### config.mk
export PLATFORM = sky130hd
export DESIGN_NAME = tcw_ctrl_flat
export DESIGN_NICKNAME = d
export VERILOG_FILES = /design/src/sv/tcw_pkg.sv /design/src/sv/tcw_if.sv /design/src/sv/tcw_ctrl.sv /design/src/flat_wrapper.sv
export SDC_FILE = /design/constraint.sdc
export NUM_CORES = 1
export LEC_CHECK = 0
export BUFFER_PORTS_ARGS = -buffer_cell sky130_fd_sc_hd__clkbuf_2
export CORE_MARGIN = 1
export CORE_UTILIZATION = 48
export CTS_CLUSTER_DIAMETER = 30
export DETAILED_ROUTE_END_ITERATION = 6
export GPL_ROUTABILITY_DRIVEN = 0
export PLACE_DENSITY = 0.7
export SYNTH_ARGS = -nofsm -noshare
export SYNTH_HDL_FRONTEND = slang
export SYNTH_SLANG_ARGS = --single-unit
export TNS_END_PERCENT = 20
### constraint.sdc
create_clock -name clock -period 3.3 [get_ports clock]
set_input_delay 0.66 -clock clock [delete_from_list [all_inputs] [get_ports clock]]
set_output_delay 0.66 -clock clock [all_outputs]
set_load 0.02 [all_outputs]
### src/sv/tcw_pkg.sv
`default_nettype none
package tcw_pkg;
   localparam int COLUMNS    = 80;
   localparam int ROWS       = 25;
   localparam int CELL_COUNT = ROWS * COLUMNS;
   localparam int ADDR_W     = 11;
   localparam int ROW_W      = 5;
   localparam int COL_W      = 7;
   localparam int CHAR_W     = 8;
   localparam int CELL_W     = 16;

   localparam logic [CELL_W-1:0] BLANK_CELL     = 16'h0700;
   localparam logic [CELL_W-1:0] ATTR_MASK      = 16'hFF00;
   localparam logic [CHAR_W-1:0] CODE_NEWLINE   = 8'h0A;
   localparam logic [CHAR_W-1:0] CODE_BACKSPACE = 8'h08;
   localparam logic [CHAR_W-1:0] CODE_NULL      = 8'h00;
   localparam logic              CMD_PUT        = 1'b0;
   localparam logic              CMD_READ       = 1'b1;

   typedef struct packed {
      logic              rd_en;
      logic [ADDR_W-1:0] rd_addr;
      logic              wr_en;
      logic [ADDR_W-1:0] wr_addr;
      logic [CELL_W-1:0] wr_data;
   } mem_req_type;
endpackage
`default_nettype wire

### src/sv/tcw_if.sv
`default_nettype none
interface tcw_req_if;
   import tcw_pkg::*;
   logic              valid;
   logic              ready;
   logic              command;
   logic [CHAR_W-1:0] char_code;
   logic [ADDR_W-1:0] cell_index;
   modport source (output valid, command, char_code, cell_index, input ready);
   modport sink   (input valid, command, char_code, cell_index, output ready);
endinterface

interface tcw_rsp_if;
   import tcw_pkg::*;
   logic              valid;
   logic              ready;
   logic [CELL_W-1:0] cell_value;
   logic [ROW_W-1:0]  cursor_row;
   logic [COL_W-1:0]  cursor_col;
   modport source (output valid, cell_value, cursor_row, cursor_col, input ready);
   modport sink   (input valid, cell_value, cursor_row, cursor_col, output ready);
endinterface
`default_nettype wire

### src/sv/tcw_ctrl.sv
`default_nettype none
module tcw_ctrl (
   input  wire                          clock,
   input  wire                          reset,
   tcw_req_if.sink                      req_ch,
   tcw_rsp_if.source                    rsp_ch,
   output tcw_pkg::mem_req_type         mem_req,
   input  wire [tcw_pkg::CELL_W-1:0]    rd_data
);
   import tcw_pkg::*;

   localparam logic [3:0] S_CLEAR  = 4'd0;
   localparam logic [3:0] S_IDLE   = 4'd1;
   localparam logic [3:0] S_EXEC   = 4'd2;
   localparam logic [3:0] S_RDWAIT = 4'd3;
   localparam logic [3:0] S_BSWB   = 4'd4;
   localparam logic [3:0] S_PRWB   = 4'd5;
   localparam logic [3:0] S_SCROLL = 4'd6;
   localparam logic [3:0] S_FLUSH  = 4'd7;
   localparam logic [3:0] S_EMIT   = 4'd8;

   localparam logic [ADDR_W-1:0] LAST_CELL = ADDR_W'(CELL_COUNT - 1);
   localparam logic [ADDR_W-1:0] COPY_END  = ADDR_W'(CELL_COUNT - COLUMNS);
   localparam logic [ROW_W-1:0]  LAST_ROW  = ROW_W'(ROWS - 1);
   localparam logic [COL_W-1:0]  LAST_COL  = COL_W'(COLUMNS - 1);

   logic [3:0]        state_ff, state_in;
   logic [ROW_W-1:0]  row_ff, row_in;
   logic [COL_W-1:0]  col_ff, col_in;
   logic              cmd_ff, cmd_in;
   logic [CHAR_W-1:0] ch_ff, ch_in;
   logic [ADDR_W-1:0] idx_ff, idx_in;
   logic [ADDR_W-1:0] wb_addr_ff, wb_addr_in;
   logic [ADDR_W-1:0] cnt_ff, cnt_in;
   logic              swp_pend_ff, swp_pend_in;
   logic [ADDR_W-1:0] swp_addr_ff, swp_addr_in;
   logic [CELL_W-1:0] res_value_ff, res_value_in;
   logic              rsp_valid_ff, rsp_valid_in;
   logic [CELL_W-1:0] rsp_value_ff, rsp_value_in;
   logic [ROW_W-1:0]  rsp_row_ff, rsp_row_in;
   logic [COL_W-1:0]  rsp_col_ff, rsp_col_in;
   logic [ADDR_W-1:0] cur_addr;
   logic              slot_free;

   assign cur_addr  = ADDR_W'(row_ff) * ADDR_W'(COLUMNS) + ADDR_W'(col_ff);
   assign slot_free = !rsp_valid_ff || rsp_ch.ready;

   assign req_ch.ready      = (state_ff == S_IDLE);
   assign rsp_ch.valid      = rsp_valid_ff;
   assign rsp_ch.cell_value = rsp_value_ff;
   assign rsp_ch.cursor_row = rsp_row_ff;
   assign rsp_ch.cursor_col = rsp_col_ff;

   always_comb begin
      state_in     = state_ff;
      row_in       = row_ff;
      col_in       = col_ff;
      cmd_in       = cmd_ff;
      ch_in        = ch_ff;
      idx_in       = idx_ff;
      wb_addr_in   = wb_addr_ff;
      cnt_in       = cnt_ff;
      swp_pend_in  = 1'b0;
      swp_addr_in  = swp_addr_ff;
      res_value_in = res_value_ff;
      rsp_valid_in = rsp_valid_ff && !rsp_ch.ready;
      rsp_value_in = rsp_value_ff;
      rsp_row_in   = rsp_row_ff;
      rsp_col_in   = rsp_col_ff;
      mem_req      = '0;

      // scroll write-back, in the cycle after its read
      if (swp_pend_ff) begin
         mem_req.wr_en   = 1'b1;
         mem_req.wr_addr = swp_addr_ff;
         mem_req.wr_data = (swp_addr_ff < COPY_END) ? rd_data : (rd_data & ATTR_MASK);
      end

      case (state_ff)
         S_CLEAR: begin
            mem_req.wr_en   = 1'b1;
            mem_req.wr_addr = cnt_ff;
            mem_req.wr_data = BLANK_CELL;
            cnt_in          = cnt_ff + 1'b1;
            if (cnt_ff == LAST_CELL) begin
               state_in = S_IDLE;
            end
         end
         S_IDLE: begin
            if (req_ch.valid) begin
               cmd_in   = req_ch.command;
               ch_in    = req_ch.char_code;
               idx_in   = req_ch.cell_index;
               state_in = S_EXEC;
            end
         end
         S_EXEC: begin
            res_value_in = '0;
            state_in     = S_EMIT;
            if (cmd_ff == CMD_READ) begin
               if (idx_ff <= LAST_CELL) begin
                  mem_req.rd_en   = 1'b1;
                  mem_req.rd_addr = idx_ff;
                  state_in        = S_RDWAIT;
               end
            end else if (ch_ff == CODE_BACKSPACE) begin
               if (row_ff != '0 || col_ff != '0) begin
                  mem_req.rd_en   = 1'b1;
                  mem_req.rd_addr = cur_addr - 1'b1;
                  wb_addr_in      = cur_addr - 1'b1;
                  state_in        = S_BSWB;
                  if (col_ff != '0) begin
                     col_in = col_ff - 1'b1;
                  end else begin
                     col_in = LAST_COL;
                     row_in = row_ff - 1'b1;
                  end
               end
            end else if (ch_ff == CODE_NEWLINE) begin
               col_in = '0;
               if (row_ff == LAST_ROW) begin
                  cnt_in   = '0;
                  state_in = S_SCROLL;
               end else begin
                  row_in = row_ff + 1'b1;
               end
            end else if (ch_ff != CODE_NULL) begin
               mem_req.rd_en   = 1'b1;
               mem_req.rd_addr = cur_addr;
               wb_addr_in      = cur_addr;
               state_in        = S_PRWB;
            end
         end
         S_RDWAIT: begin
            res_value_in = rd_data;
            state_in     = S_EMIT;
         end
         S_BSWB: begin
            mem_req.wr_en   = 1'b1;
            mem_req.wr_addr = wb_addr_ff;
            mem_req.wr_data = rd_data & ATTR_MASK;
            state_in        = S_EMIT;
         end
         S_PRWB: begin
            mem_req.wr_en   = 1'b1;
            mem_req.wr_addr = wb_addr_ff;
            mem_req.wr_data = (rd_data & ATTR_MASK) | CELL_W'(ch_ff);
            state_in        = S_EMIT;
            if (col_ff == LAST_COL) begin
               col_in = '0;
               if (row_ff == LAST_ROW) begin
                  cnt_in   = '0;
                  state_in = S_SCROLL;
               end else begin
                  row_in = row_ff + 1'b1;
               end
            end else begin
               col_in = col_ff + 1'b1;
            end
         end
         S_SCROLL: begin
            mem_req.rd_en   = 1'b1;
            mem_req.rd_addr = (cnt_ff < COPY_END) ? cnt_ff + ADDR_W'(COLUMNS) : cnt_ff;
            swp_pend_in     = 1'b1;
            swp_addr_in     = cnt_ff;
            cnt_in          = cnt_ff + 1'b1;
            if (cnt_ff == LAST_CELL) begin
               state_in = S_FLUSH;
            end
         end
         S_FLUSH: begin
            state_in = S_EMIT;
         end
         S_EMIT: begin
            if (slot_free) begin
               rsp_valid_in = 1'b1;
               rsp_value_in = res_value_ff;
               rsp_row_in   = row_ff;
               rsp_col_in   = col_ff;
               state_in     = S_IDLE;
            end
         end
         default: begin
            state_in = S_IDLE;
         end
      endcase
   end

   always_ff @(posedge clock) begin
      if (reset) begin
         state_ff     <= S_CLEAR;
         row_ff       <= '0;
         col_ff       <= '0;
         cnt_ff       <= '0;
         swp_pend_ff  <= 1'b0;
         rsp_valid_ff <= 1'b0;
      end else begin
         state_ff     <= state_in;
         row_ff       <= row_in;
         col_ff       <= col_in;
         cnt_ff       <= cnt_in;
         swp_pend_ff  <= swp_pend_in;
         rsp_valid_ff <= rsp_valid_in;
      end
   end

   always_ff @(posedge clock) begin
      cmd_ff       <= cmd_in;
      ch_ff        <= ch_in;
      idx_ff       <= idx_in;
      wb_addr_ff   <= wb_addr_in;
      swp_addr_ff  <= swp_addr_in;
      res_value_ff <= res_value_in;
      rsp_value_ff <= rsp_value_in;
      rsp_row_ff   <= rsp_row_in;
      rsp_col_ff   <= rsp_col_in;
   end
endmodule
`default_nettype wire

### src/flat_wrapper.sv
// flat-port wrapper written by rule: the top's interface ports become plain ports
module tcw_ctrl_flat import tcw_pkg::*;
  (clock, reset, mem_req, rd_data, req_ch_valid, req_ch_command, req_ch_char_code, req_ch_cell_index, req_ch_ready, rsp_ch_valid, rsp_ch_cell_value, rsp_ch_cursor_row, rsp_ch_cursor_col, rsp_ch_ready);
  tcw_req_if req_ch_i ();
  tcw_rsp_if rsp_ch_i ();
  input  wire clock;
  input  wire reset;
  output tcw_pkg::mem_req_type mem_req;
  input  wire [tcw_pkg::CELL_W-1:0] rd_data;
  input wire logic [$bits(req_ch_i.valid)-1:0] req_ch_valid;
  input wire logic [$bits(req_ch_i.command)-1:0] req_ch_command;
  input wire logic [$bits(req_ch_i.char_code)-1:0] req_ch_char_code;
  input wire logic [$bits(req_ch_i.cell_index)-1:0] req_ch_cell_index;
  output wire logic [$bits(req_ch_i.ready)-1:0] req_ch_ready;
  output wire logic [$bits(rsp_ch_i.valid)-1:0] rsp_ch_valid;
  output wire logic [$bits(rsp_ch_i.cell_value)-1:0] rsp_ch_cell_value;
  output wire logic [$bits(rsp_ch_i.cursor_row)-1:0] rsp_ch_cursor_row;
  output wire logic [$bits(rsp_ch_i.cursor_col)-1:0] rsp_ch_cursor_col;
  input wire logic [$bits(rsp_ch_i.ready)-1:0] rsp_ch_ready;
  assign req_ch_i.valid = req_ch_valid;
  assign req_ch_i.command = req_ch_command;
  assign req_ch_i.char_code = req_ch_char_code;
  assign req_ch_i.cell_index = req_ch_cell_index;
  assign req_ch_ready = req_ch_i.ready;
  assign rsp_ch_valid = rsp_ch_i.valid;
  assign rsp_ch_cell_value = rsp_ch_i.cell_value;
  assign rsp_ch_cursor_row = rsp_ch_i.cursor_row;
  assign rsp_ch_cursor_col = rsp_ch_i.cursor_col;
  assign rsp_ch_i.ready = rsp_ch_ready;
  tcw_ctrl u_core (.clock(clock), .reset(reset), .req_ch(req_ch_i), .rsp_ch(rsp_ch_i), .mem_req(mem_req), .rd_data(rd_data));
endmodule
* Word level (Yosys, flattened, before mapping)
Cells that the tools add are included.
** Storage, ports and cells
- Bits in registers :: 115
- Output and inout bits :: 70
- Word-level logic and storage cells :: 130
** Cells by class
- Add/subtract/negate cells :: 8
- Multiply operators :: 1
- Magnitude comparators :: 3
- Equal/unequal tests :: 26
- Muxes and demuxes :: 53
- Bitwise operators :: 2
- Reduce and logical (&&, ||, !) cells :: 22
** Operators with widths (count)
- 11-bit two-way mux :: 10
- 28-bit one-hot mux with 3 select lines :: 1
- 12-bit two-way mux :: 6
- 4-bit two-way mux :: 12
- 7-bit two-way mux :: 6
- 5-bit two-way mux :: 7
- 11-bit one-hot mux with 3 select lines :: 1
- 16-bit one-hot mux with 2 select lines :: 1
- 28-bit two-way mux :: 1
- 4-bit one-hot mux with 7 select lines :: 1
- 12-bit one-hot mux with 2 select lines :: 1
- 11-bit < comparator (second input constant) :: 2
- 4-bit by 3-bit == test with 1-bit output (second input constant) :: 4
- 8-bit by 4-bit == test with 1-bit output (second input constant) :: 2
- 16-bit by 8-bit bitwise OR with 16-bit output :: 1
- 7-bit one-hot mux with 2 select lines :: 1
- 2-bit by 1-bit inequality test with 1-bit output (second input constant) :: 6
- 11-bit by 1-bit adder with 11-bit output (second input constant) :: 1
- 11-bit by 7-bit adder with 11-bit output :: 1
- 11-bit by 7-bit adder with 11-bit output (second input constant) :: 1
- 11-bit == test (second input constant) :: 1
- 11-bit less-or-equal comparator (second input constant) :: 1
- 11-bit by 1-bit subtractor with 11-bit output (second input constant) :: 1
- 5-bit one-hot mux with 2 select lines :: 1
- other kinds (31) :: 45

* Depth between registers and ports, before layout
Gate-level depths: netlist (run 1).
- Word-level depth :: 7
- Mapped depth :: 10

* Worst setup path before layout (run 1)
No wires, ideal clock.
- Path kind :: register -> output
- Start point :: reg u_core.row_ff[3]
- End point :: out mem_req[37] in the netlist's numbering
- Arrival :: 2588 ps
- Path slack :: 52 ps
- Stages on the path, launching flop included :: 9
- Path buffers :: 0
- Cells stage by stage :: dfxtp_1 > ha_1 > ha_1 > inv_1 > fa_1 > xnor2_1 > nor3b_1 > xnor2_1 > o221ai_1
** RTL lines
- from (decl) :: line tcw_ctrl.sv:28 : logic [ROW_W-1:0] row_ff, row_in;
- from (signal assigned) :: line tcw_ctrl.sv:199 : row_ff <= row_in;
- to (decl) :: line flat_wrapper.sv:8 : output tcw_pkg::mem_req_type mem_req;

==> metrics, run 1 <==
Critical Path Sink Type output port; failing checks design-rule violations, negative setup slack; Worst-Margin Slew 0.809 ns; Synth area leaders edfxtp_1 41%, dfxtp_1 9.3%, ha_1 3.8%; share of cells above drive strength 1 32.3%; Detailed Routing Iterations Pass 1 7; worst-case clock buffer depth 2; IO Pins 110; Fin. Hold Viols 0; initial antenna violation count 0; Post-synth EDFFs 86; post-synthesis register bit count 115; Clock power frac about 53%; DRC 2; Mean Syn Cell Area 10.3 µm²; mux contribution to synthesized area 0.481%; ys flop type edfxtp_1; final slew viol count 0; Post-Synth Adder-Cell Area 4.45%; FFs w/ async S/R, synth 0%; Core Box Area 0.0127 mm²; sequential cell area fraction in the yosys report 50.7%; starting density of the core 49.2%; Synth Cell Area 0.00624 mm²; FMAX 277 MHz; Area Overhead vs Synth 31.1%; Ys Warns 0; internal power 0.00285 W; Reg power frac a little over two fifths; Skew-Pair Late Insertion Delay 0.42 ns; PortBufs 109; Hold Path Cell Cnt 1; pwr dens 431 mW/mm²; antenna-violating nets left 0; Final Cycle Share 109%; crit path DAT 2.95 ns; Die W 116 µm; DP Wirelength about 12000 µm; WHS roughly 0.41 ns; antenna cell count 0; minimum clock period ~3.6 ns; first-pass GRT wire length 26500 µm; Comb pwr share 3.0%; TritonCTS clock tree built; drt via density 6.01; largest family of logic cells by synthesized area simple AND/OR/NAND/NOR gates; Critical Path Fanout Max 2; outcome finished with violations; Req. time, crit path 2.64 ns; largest area contributor in the synthesized netlist edfxtp_1; H-tree Lvls 4; P_leak 3.43 nW; compound-cell area share of the yosys netlist 17.0%; Net Switching 0.000680 W; RSZ-0062 raised after global routing true; XOR/XNOR Fraction of Synth Area 4.01%; vias in the first global route ~5200; Sink Count 115; drt total wl around 17000 µm; Detailed Route Iter0 Violations 766; Worst Hold Launch req_ch_cell_index[7]; via count 5622; total CTS buffers 17; worst vdd rail ir drop ~320 µV; Rel. slew slack 45.8%; Worst Setup Start Kind flip-flop; Cell variety after synth 69; Worst-path clk slew ~0.05 ns; Die ar. 0.0135 mm²; switching share of power 19.3%; Max Clock Skew 0.0108 ns; Total Power 0.00353 W; total track usage about a quarter; drt wl/cell 18.4 µm; max-cap viol count 0; worst setup path start u_core.row_ff[1]$_SDFFE_PP0P_; critical path type flip-flop to output port; Hold/Removal Path Class input pin to flip-flop; num rows between 40 and 50; Final WS setup -0.310 ns; Synth Instances 606; simple-gate share of the synthesized area 19.1%; Yosys top cell area share between 40% and 50%; layout net count 812; setup violators final 10; reg2reg start u_core.col_ff[6]$_SDFFE_PP0P_; clk root buf clkbuf_16; total grt overflow 0; Syn Nets 667; largest net degree at the start of global routing 33; reg2reg path depth 7; Die Y ~120 µm
state kept, by name (all words and copies together), names as in the netlist, 7 cells and up:
name and count:
u_core.ch_ff 8, u_core.swp_addr_ff 11, u_core.rsp_ch.cell_value 16, u_core.col_ff 7, u_core.wb_addr_ff 11, u_core.idx_ff 11
u_core.rsp_ch.cursor_col 7, u_core.cnt_ff 11, u_core.res_value_ff 16
through the flow:
step	TNS, ns	utilization (%)	worst slack (ns)	instances	instance area (µm²)
final	-1.20	64.6	-0.310	936	8180
after global routing	-2.19	64.6	-0.392	936	8180
after CTS	-1.58	63.5	-0.351	933	8040
after global placement	-0.000736	56.9	-0.000736	896	7210
after floorplan	0	-	0.0521	606	6240
after detailed placement	-0.188	56.9	-0.114	896	7210
synth_stat cells (all sizes together), types with 3 or more instances:
master and n:
a22o 10, nor4b 4, and3 26, a311oi 6, nor4 5, or4 4, nor2 52, nand3b 4
inv 32, nand4 5, or3 8, a211oi 6, nand2 32, and2 10, a31oi 3, nand3 15
o22ai 5, nand2b 10, clkbuf 34, dfxtp 29, a221oi 4, xor2 8, ha 19, o211ai 3
nor3b 3, a21oi 37, nor2b 3, o21ai 45, a222oi 11, o221ai 3, xnor2 18, buf 3
nand4b 5, a21o 3, mux2i 3, edfxtp 86, nor3 20
placed cells by master (no fill, tap or decap), types with 8 or more instances in the layout:
cell type	instances
clkbuf_2	104
a21oi_1	35
o21ai_0	36
o21ai_1	9
dfxtp_1	25
nand2b_1	8
nor3_1	16
xnor2_1	15
and3_1	25
nor2_1	48
clkbuf_16	17
nand3_1	14
edfxtp_1	86
ha_1	14
inv_1	31
nand2_1	31
buf_4	55
a22o_1	10
a222oi_1	11
and2_1	10
worst max-delay path: stages (launching register included):
cell,delay [ns]
dfxtp_2,0.33
ha_4,0.27
ha_4,0.13
inv_2,0.04
fa_2,0.52
nand2b_4,0.14
o21ba_4,0.17
xnor2_4,0.13
nor3_4,0.21
a21oi_1,0.09
a311o_1,0.32
clkbuf_8,0.17
metal layers:
| metal | vias to the layer above | global-route usage, % | wire (µm) |
|---|---|---|---|
| met2 | 318 | 40.9 | 7920 |
| met1 | 2660 | 34.4 | 7120 |
| met5 | - | 0 | 0 |
| met4 | 0 | 15.4 | 753 |
| li1 | 2581 | - | - |
| met3 | 63 | 6.69 | 1420 |
power groups by stage:
stage           logic, W  clock network, W  registers (W)
3_3_place_gp   0.0000850                 0        0.00158
5_1_grt         0.000115           0.00197        0.00155
6_report        0.000105           0.00187        0.00155
2_1_floorplan  0.0000426                 0        0.00158
3_5_place_dp   0.0000879                 0        0.00158
4_1_cts        0.0000968           0.00190        0.00155
repair_timing:
action                                  CTS  global route
endpoints found under the setup margin   23            12
hold buffers                              0             0
gates resized for setup                  41            28
pin swaps                                16            12
setup buffers                             5             3
path summary, 6_finish.rpt:
| kind | slack (ns) | to |
|---|---|---|
| setup / recovery | -0.31 | mem_req[38] |
| hold reg to reg | 0.41 | u_core.rsp_ch.cell_value[4]$_DFFE_PP_ |
| hold / removal | 0.41 | u_core.idx_ff[7]$_DFFE_PP_ |
| setup reg to reg | 0.48 | u_core.cnt_ff[8]$_SDFFE_PP0P_ |
cell type report:
cell class / instances / area, µm²
fill: 1009 / 4490
timing repair buffer: 163 / 975
clock buffer: 20 / 437
tap: 172 / 215
sequential: 115 / 3170
inverter: 32 / 120
multi-input combinational: 422 / 3100
clock inverter: 12 / 163
logic make-up (layout without fill, tap and decap cells):
logic type               Yosys count  in the layout
AO/OA/AOI/OAI                    157            157
buffers and inverters             69            227
AND/OR/NAND/NOR                  214            214
flip-flops                       115            115
adder cells (fa/ha/maj)           21             21
multiplexers                       3              3
XOR/XNOR                          27             27
No activity file was read; power rests on OpenSTA's default activity.
==> run 2, diff against run 1 <==
Settings changed: CTS_BUF_LIST set to sky130_fd_sc_hd__clkbuf_4 sky130_fd_sc_hd__clkbuf_8, PLACE_DENSITY 0.7 to unset, PLACE_DENSITY_LB_ADDON set to 0.2, SETUP_SLACK_MARGIN set to 0.1.
==> run 2 against run 1 <==
Net effect:
- the flow finishes with violations (negative setup slack)
- combinational power barely moved
- sequential power barely moved
- worst setup slack got worse by 0.061 ns
- largest cell class unchanged
- largest power group is now registers
- highest routed layer unchanged
==> metrics, run 2 (synthesized netlist as in run 1, its figures left out) <==
outcome finished with violations; failing checks negative setup slack; drt total wl 17600 µm (+2.4%); Fillers 1009 (unchanged); antenna-violating nets left 0 (unchanged); num rows 41 (unchanged); P_leak 3.35 nW (-2.4%); total track usage 26.9% (+0.25 points); minimum clock period 3.67 ns (+0.0612 ns); clk root buf clkbuf_8; post-place setup slack -0.00479 ns (+0.109 ns); Detailed Routing Iterations Pass 1 6 (-1); Worst Setup Start Kind flip-flop; layout net count 811 (-0.12%); Worst-path clk slew 0.07 ns (+0.02 ns); critical path type flip-flop to output port; antenna cell count 0 (unchanged); Final WS setup -0.371 ns (-0.0612 ns); Final Cycle Share 111% (+1.9 points); WHS 0.386 ns (-0.0227 ns); Total Power 0.00319 W (-9.7%); Die Y 116 µm (unchanged); FMAX 272 MHz (-1.7%); multi-input logic area 0.00313 mm² (+0.69%); Max Clock Skew 0.00923 ns (-0.00158 ns); sequential cell area 0.00317 mm² (+0.16%); most frequent cells in the layout 98 x clkbuf_2, 86 x edfxtp_1, 52 x buf_4; via count 5632 (+0.18%); Fin. Hold Viols 0 (unchanged); largest net degree at the start of global routing 33 (unchanged); Hold/Removal Path Class input pin to flip-flop; worst vdd rail ir drop 296 µV (-7.5%); Detailed Route Iter0 Violations 750 (-2.1%); Skew-Pair Late Insertion Delay 0.45 ns (+0.03 ns); Sink Count 115 (unchanged); pwr dens 393 mW/mm² (-8.8%); DRC 0 (-2); Worst-Margin Slew 0.945 ns (+0.136 ns); total grt overflow 0 (unchanged); drt via density 6.02 (+0.29%); Critical Path Fanout Max 4 (+2); setup violators final 11 (+1); Setup Total Neg Slack -1.63 ns (-0.435 ns); Req. time, crit path 2.64 ns (about the same); total CTS buffers 17 (unchanged); vias in the first global route 5297 (+1.6%); H-tree Lvls 4 (unchanged); post-route cell area 0.00810 mm² (-1.0%); worst-case clock buffer depth 2 (unchanged); crit path DAT 3.01 ns (+0.06 ns); commonest non-fill, non-tap cell in the layout clkbuf_2; Core Box Area 0.0127 mm² (unchanged); Rel. slew slack 36.5% (-9.3 points); Critical Path Sink Type output port; starting density of the core 49.2% (unchanged); drt wl/cell 18.9 µm (+2.5%); placed inst area 0.00718 mm² (-0.33%); initial antenna violation count 0 (unchanged); Die W 116 µm (unchanged); Die ar. 0.0135 mm² (unchanged); max-cap viol count 0 (unchanged); final slew viol count 0 (unchanged); RSZ-0062 raised after global routing true; TritonCTS clock tree built; PortBufs 109 (unchanged); IO Pins 110 (unchanged); Area Overhead vs Synth 29.8%; DP Wirelength 12500 µm (about the same); share of cells above drive strength 1 33.9% (+1.6 points); first-pass GRT wire length 27000 µm (+1.5%)
run 2: cell types whose count changed in the layout (fill, tap and decap cells not counted), sizes merged:
cell,previous run,this run
bufinv,4,5
clkbuf,125,127
buf,58,57
clkinv,8,5
run 2: layer usage:
layer / vias up / wire (µm) / global-route usage, %
li1: 2574 / - / -
met2: 316 / 8220 / 42.9
met3: 58 / 1430 / 5.86
met5: - / 0 / 0
met4: 0 / 631 / 13.8
met1: 2684 / 7340 / 34.6
run 2: final cells by class:
type	instances	share of cell area, %
Tap cell	172	2.66
Clock inverter	10	2.21
Sequential cell	115	39.2
Clock buffer	22	3.51
Timing Repair Buffer	162	12.4
Inverter	32	1.48
Multi-Input combinational cell	422	38.6
run 2: worst max-delay path, cell delays in order, from the launching register on:
cell and delay (ns):
dfxtp_4 0.37, ha_4 0.31, ha_4 0.22, a21o_1 0.21
or3_4 0.35, a211o_4 0.37, xnor2_2 0.16, a221oi_2 0.28
o21ai_1 0.12, buf_4 0.18
run 2: metrics by stage:
stage | instances | utilization [%]
after global placement | 891 | 56.7
after CTS | 930 | 62.9
after global routing | 935 | 63.9
final | 935 | 63.9
after floorplan | 606 | -
after detailed placement | 891 | 56.7
run 2: path summary, 6_finish.rpt:
| check | startpoint | end | slack [ns] | cells after the start |
|---|---|---|---|---|
| setup / recovery | u_core.row_ff[2]$_SDFFE_PP0P_ | mem_req[36] | -0.37 | 9 |
| hold / removal | req_ch_cell_index[8] | u_core.idx_ff[8]$_DFFE_PP_ | 0.39 | 1 |
| setup reg to reg | u_core.col_ff[6]$_SDFFE_PP0P_ | u_core.cnt_ff[3]$_SDFFE_PP0P_ | 0.46 | 7 |
| hold reg to reg | u_core.res_value_ff[8]$_SDFFCE_PN0P_ | u_core.rsp_ch.cell_value[8]$_DFFE_PP_ | 0.42 | 0 |
run 2: repair_timing:
item	4_1_cts	5_1_grt
gates resized for setup	62	24
setup buffers	7	5
hold buffers	0	0
endpoints found under the setup margin	31	22
pin swaps	24	14
run 2: power by group:
group | total, W | leakage, nW | switching (W) | internal (W)
Sequential | 0.00155 | 1.05 | 0.00000685 | 0.00154
Clock | 0.00153 | 0.241 | 0.000570 | 0.000960
Combinational | 0.000108 | 2.05 | 0.0000550 | 0.0000531
==> run 3, diff against run 2 <==
Settings changed: SKIP_LAST_GASP set to 1.
==> run 3 against run 2 <==
Net effect:
- the run still ends with negative setup slack left
- sequential power hardly changed
- final area shrank 1.6%
- cell count down 0.43%
- first-iteration DRC count grew 6.9%
- register-to-register slack worse by 0.03 ns
- clock-buffer cell count unchanged
- sequential cell count unchanged
- via count fell by 0.60%
- core utilization down 1.0 points
- critical path type unchanged
- largest cell class unchanged
==> metrics, run 3 (synthesized netlist as in run 1, its figures left out) <==
Skew-Pair Late Insertion Delay 0.45 ns (about the same); vias in the first global route 5274 (-0.43%); outcome finished with violations; Hold/Removal Path Class input pin to flip-flop; Critical Path Sink Type output port; TritonCTS clock tree built; post-place setup slack -0.00479 ns (unchanged); crit path DAT 3.00 ns (about the same); total track usage 26.9% (about the same); RSZ-0062 raised after global routing true; Core Box Area 0.0127 mm² (unchanged); worst vdd rail ir drop 296 µV (about the same); pwr dens 400 mW/mm² (+1.6%); IO Pins 110 (unchanged); commonest non-fill, non-tap cell in the layout clkbuf_2; post-route cell area 0.00797 mm² (-1.6%); failing checks negative setup slack; minimum clock period 3.66 ns (-0.0103 ns); most frequent cells in the layout 103 x clkbuf_2, 86 x edfxtp_1, 50 x nor2_1; antenna-violating nets left 0 (unchanged); P_leak 3.28 nW (-1.9%); Max Clock Skew 0.0109 ns (+0.00169 ns); largest net degree at the start of global routing 33 (unchanged); Die ar. 0.0135 mm² (unchanged); via count 5598 (-0.60%); Final WS setup -0.361 ns (+0.0103 ns); PortBufs 109 (unchanged); critical path type flip-flop to output port; Final Cycle Share 111% (-0.31 points); Worst Setup Start Kind flip-flop; Total Power 0.00319 W (about the same); Worst-Margin Slew 0.967 ns (+0.0220 ns); initial antenna violation count 0 (unchanged); layout net count 807 (-0.49%); Area Overhead vs Synth 27.8%; Fin. Hold Viols 0 (unchanged); drt total wl 17400 µm (-1.5%); DRC 0 (unchanged); share of cells above drive strength 1 32.3% (-1.7 points); FMAX 273 MHz (+0.28%); starting density of the core 49.2% (unchanged); final slew viol count 0 (unchanged); Rel. slew slack 35.0% (-1.4 points); Die Y 116 µm (unchanged); total grt overflow 0 (unchanged); Die W 116 µm (unchanged); num rows 41 (unchanged); DP Wirelength 12500 µm (unchanged); max-cap viol count 0 (unchanged); Setup Total Neg Slack -1.88 ns (-0.241 ns); worst-case clock buffer depth 2 (unchanged); WHS 0.385 ns (-0.000905 ns); antenna cell count 0 (unchanged); placed inst area 0.00718 mm² (unchanged); Req. time, crit path 2.64 ns (about the same); Critical Path Fanout Max 2 (-2); H-tree Lvls 4 (unchanged); Sink Count 115 (unchanged); Fillers 1046 (+3.7%); first-pass GRT wire length 26900 µm (-0.15%); total CTS buffers 17 (unchanged); Detailed Routing Iterations Pass 1 7 (+1); clk root buf clkbuf_8; setup violators final 11 (unchanged); Worst-path clk slew 0.07 ns (about the same); drt wl/cell 18.6 µm (-1.1%); Detailed Route Iter0 Violations 802 (+6.9%); drt via density 6.01 (-0.18%)
==> run 3: worst paths after layout <==
check	start	to	slack, ns	depth (start not counted)
setup / recovery	u_core.row_ff[1]$_SDFFE_PP0P_	mem_req[38]	-0.36	12
hold / removal	req_ch_cell_index[8]	u_core.idx_ff[8]$_DFFE_PP_	0.39	1
setup reg to reg	u_core.col_ff[6]$_SDFFE_PP0P_	u_core.row_ff[2]$_SDFFE_PP0P_	0.43	7
hold reg to reg	u_core.res_value_ff[8]$_SDFFCE_PN0P_	u_core.rsp_ch.cell_value[8]$_DFFE_PP_	0.42	0
==> run 3: final cells by class <==
cell class                      count  area (µm²)  area share, %
Clock buffer                       22         284           3.56
Clock inverter                     10         179           2.24
Inverter                           32         120           1.51
Multi-Input combinational cell    422        3050           38.2
Sequential cell                   115        3170           39.8
Tap cell                          172         215           2.70
Timing Repair Buffer              158         953           12.0
==> run 3: per-layer routing <==
metal | up-vias | GRT usage, % | routed length, µm | part of all wire [%]
li1 | 2570 | - | - | -
met4 | 0 | 14.2 | 642 | 3.7
met5 | - | 0 | 0 | 0
met2 | 307 | 42.3 | 8070 | 47
met1 | 2666 | 34.9 | 7290 | 42
met3 | 55 | 5.86 | 1360 | 7.8
==> run 3: per-stage QoR <==
step                cells  utilization (%)
finish                931             62.9
global route          931             62.9
CTS                   930             62.5
detailed placement    891             56.7
global placement      891             56.7
floorplan             606                -
==> run 3: where the power goes <==
group / switching, W / internal (W) / total (W)
clock network: 0.000574 / 0.000960 / 0.00153
registers: 0.00000671 / 0.00154 / 0.00155
logic: 0.0000525 / 0.0000512 / 0.000104
total: 0.000633 / 0.00255 / 0.00319
==> run 3: repair_timing <==
action / 4_1_cts / 5_1_grt
buffers inserted: 7 / 1
pin swaps: 21 / 4
endpoints found under the setup margin: 31 / 31
hold buffers: 0 / 0
resized for setup: 49 / 8
endpoints found under the hold margin: 0 / 0
==> run 3: critical path, stage by stage, from the launching register on <==
cell and delay [ns]:
dfxtp_2 0.34, ha_4 0.27, ha_4 0.14, inv_2 0.04
fa_1 0.45, nand2b_4 0.16, o21ba_4 0.23, xnor2_2 0.12
buf_4 0.16, nor3_4 0.04, buf_4 0.15, a311o_1 0.31
clkbuf_8 0.15
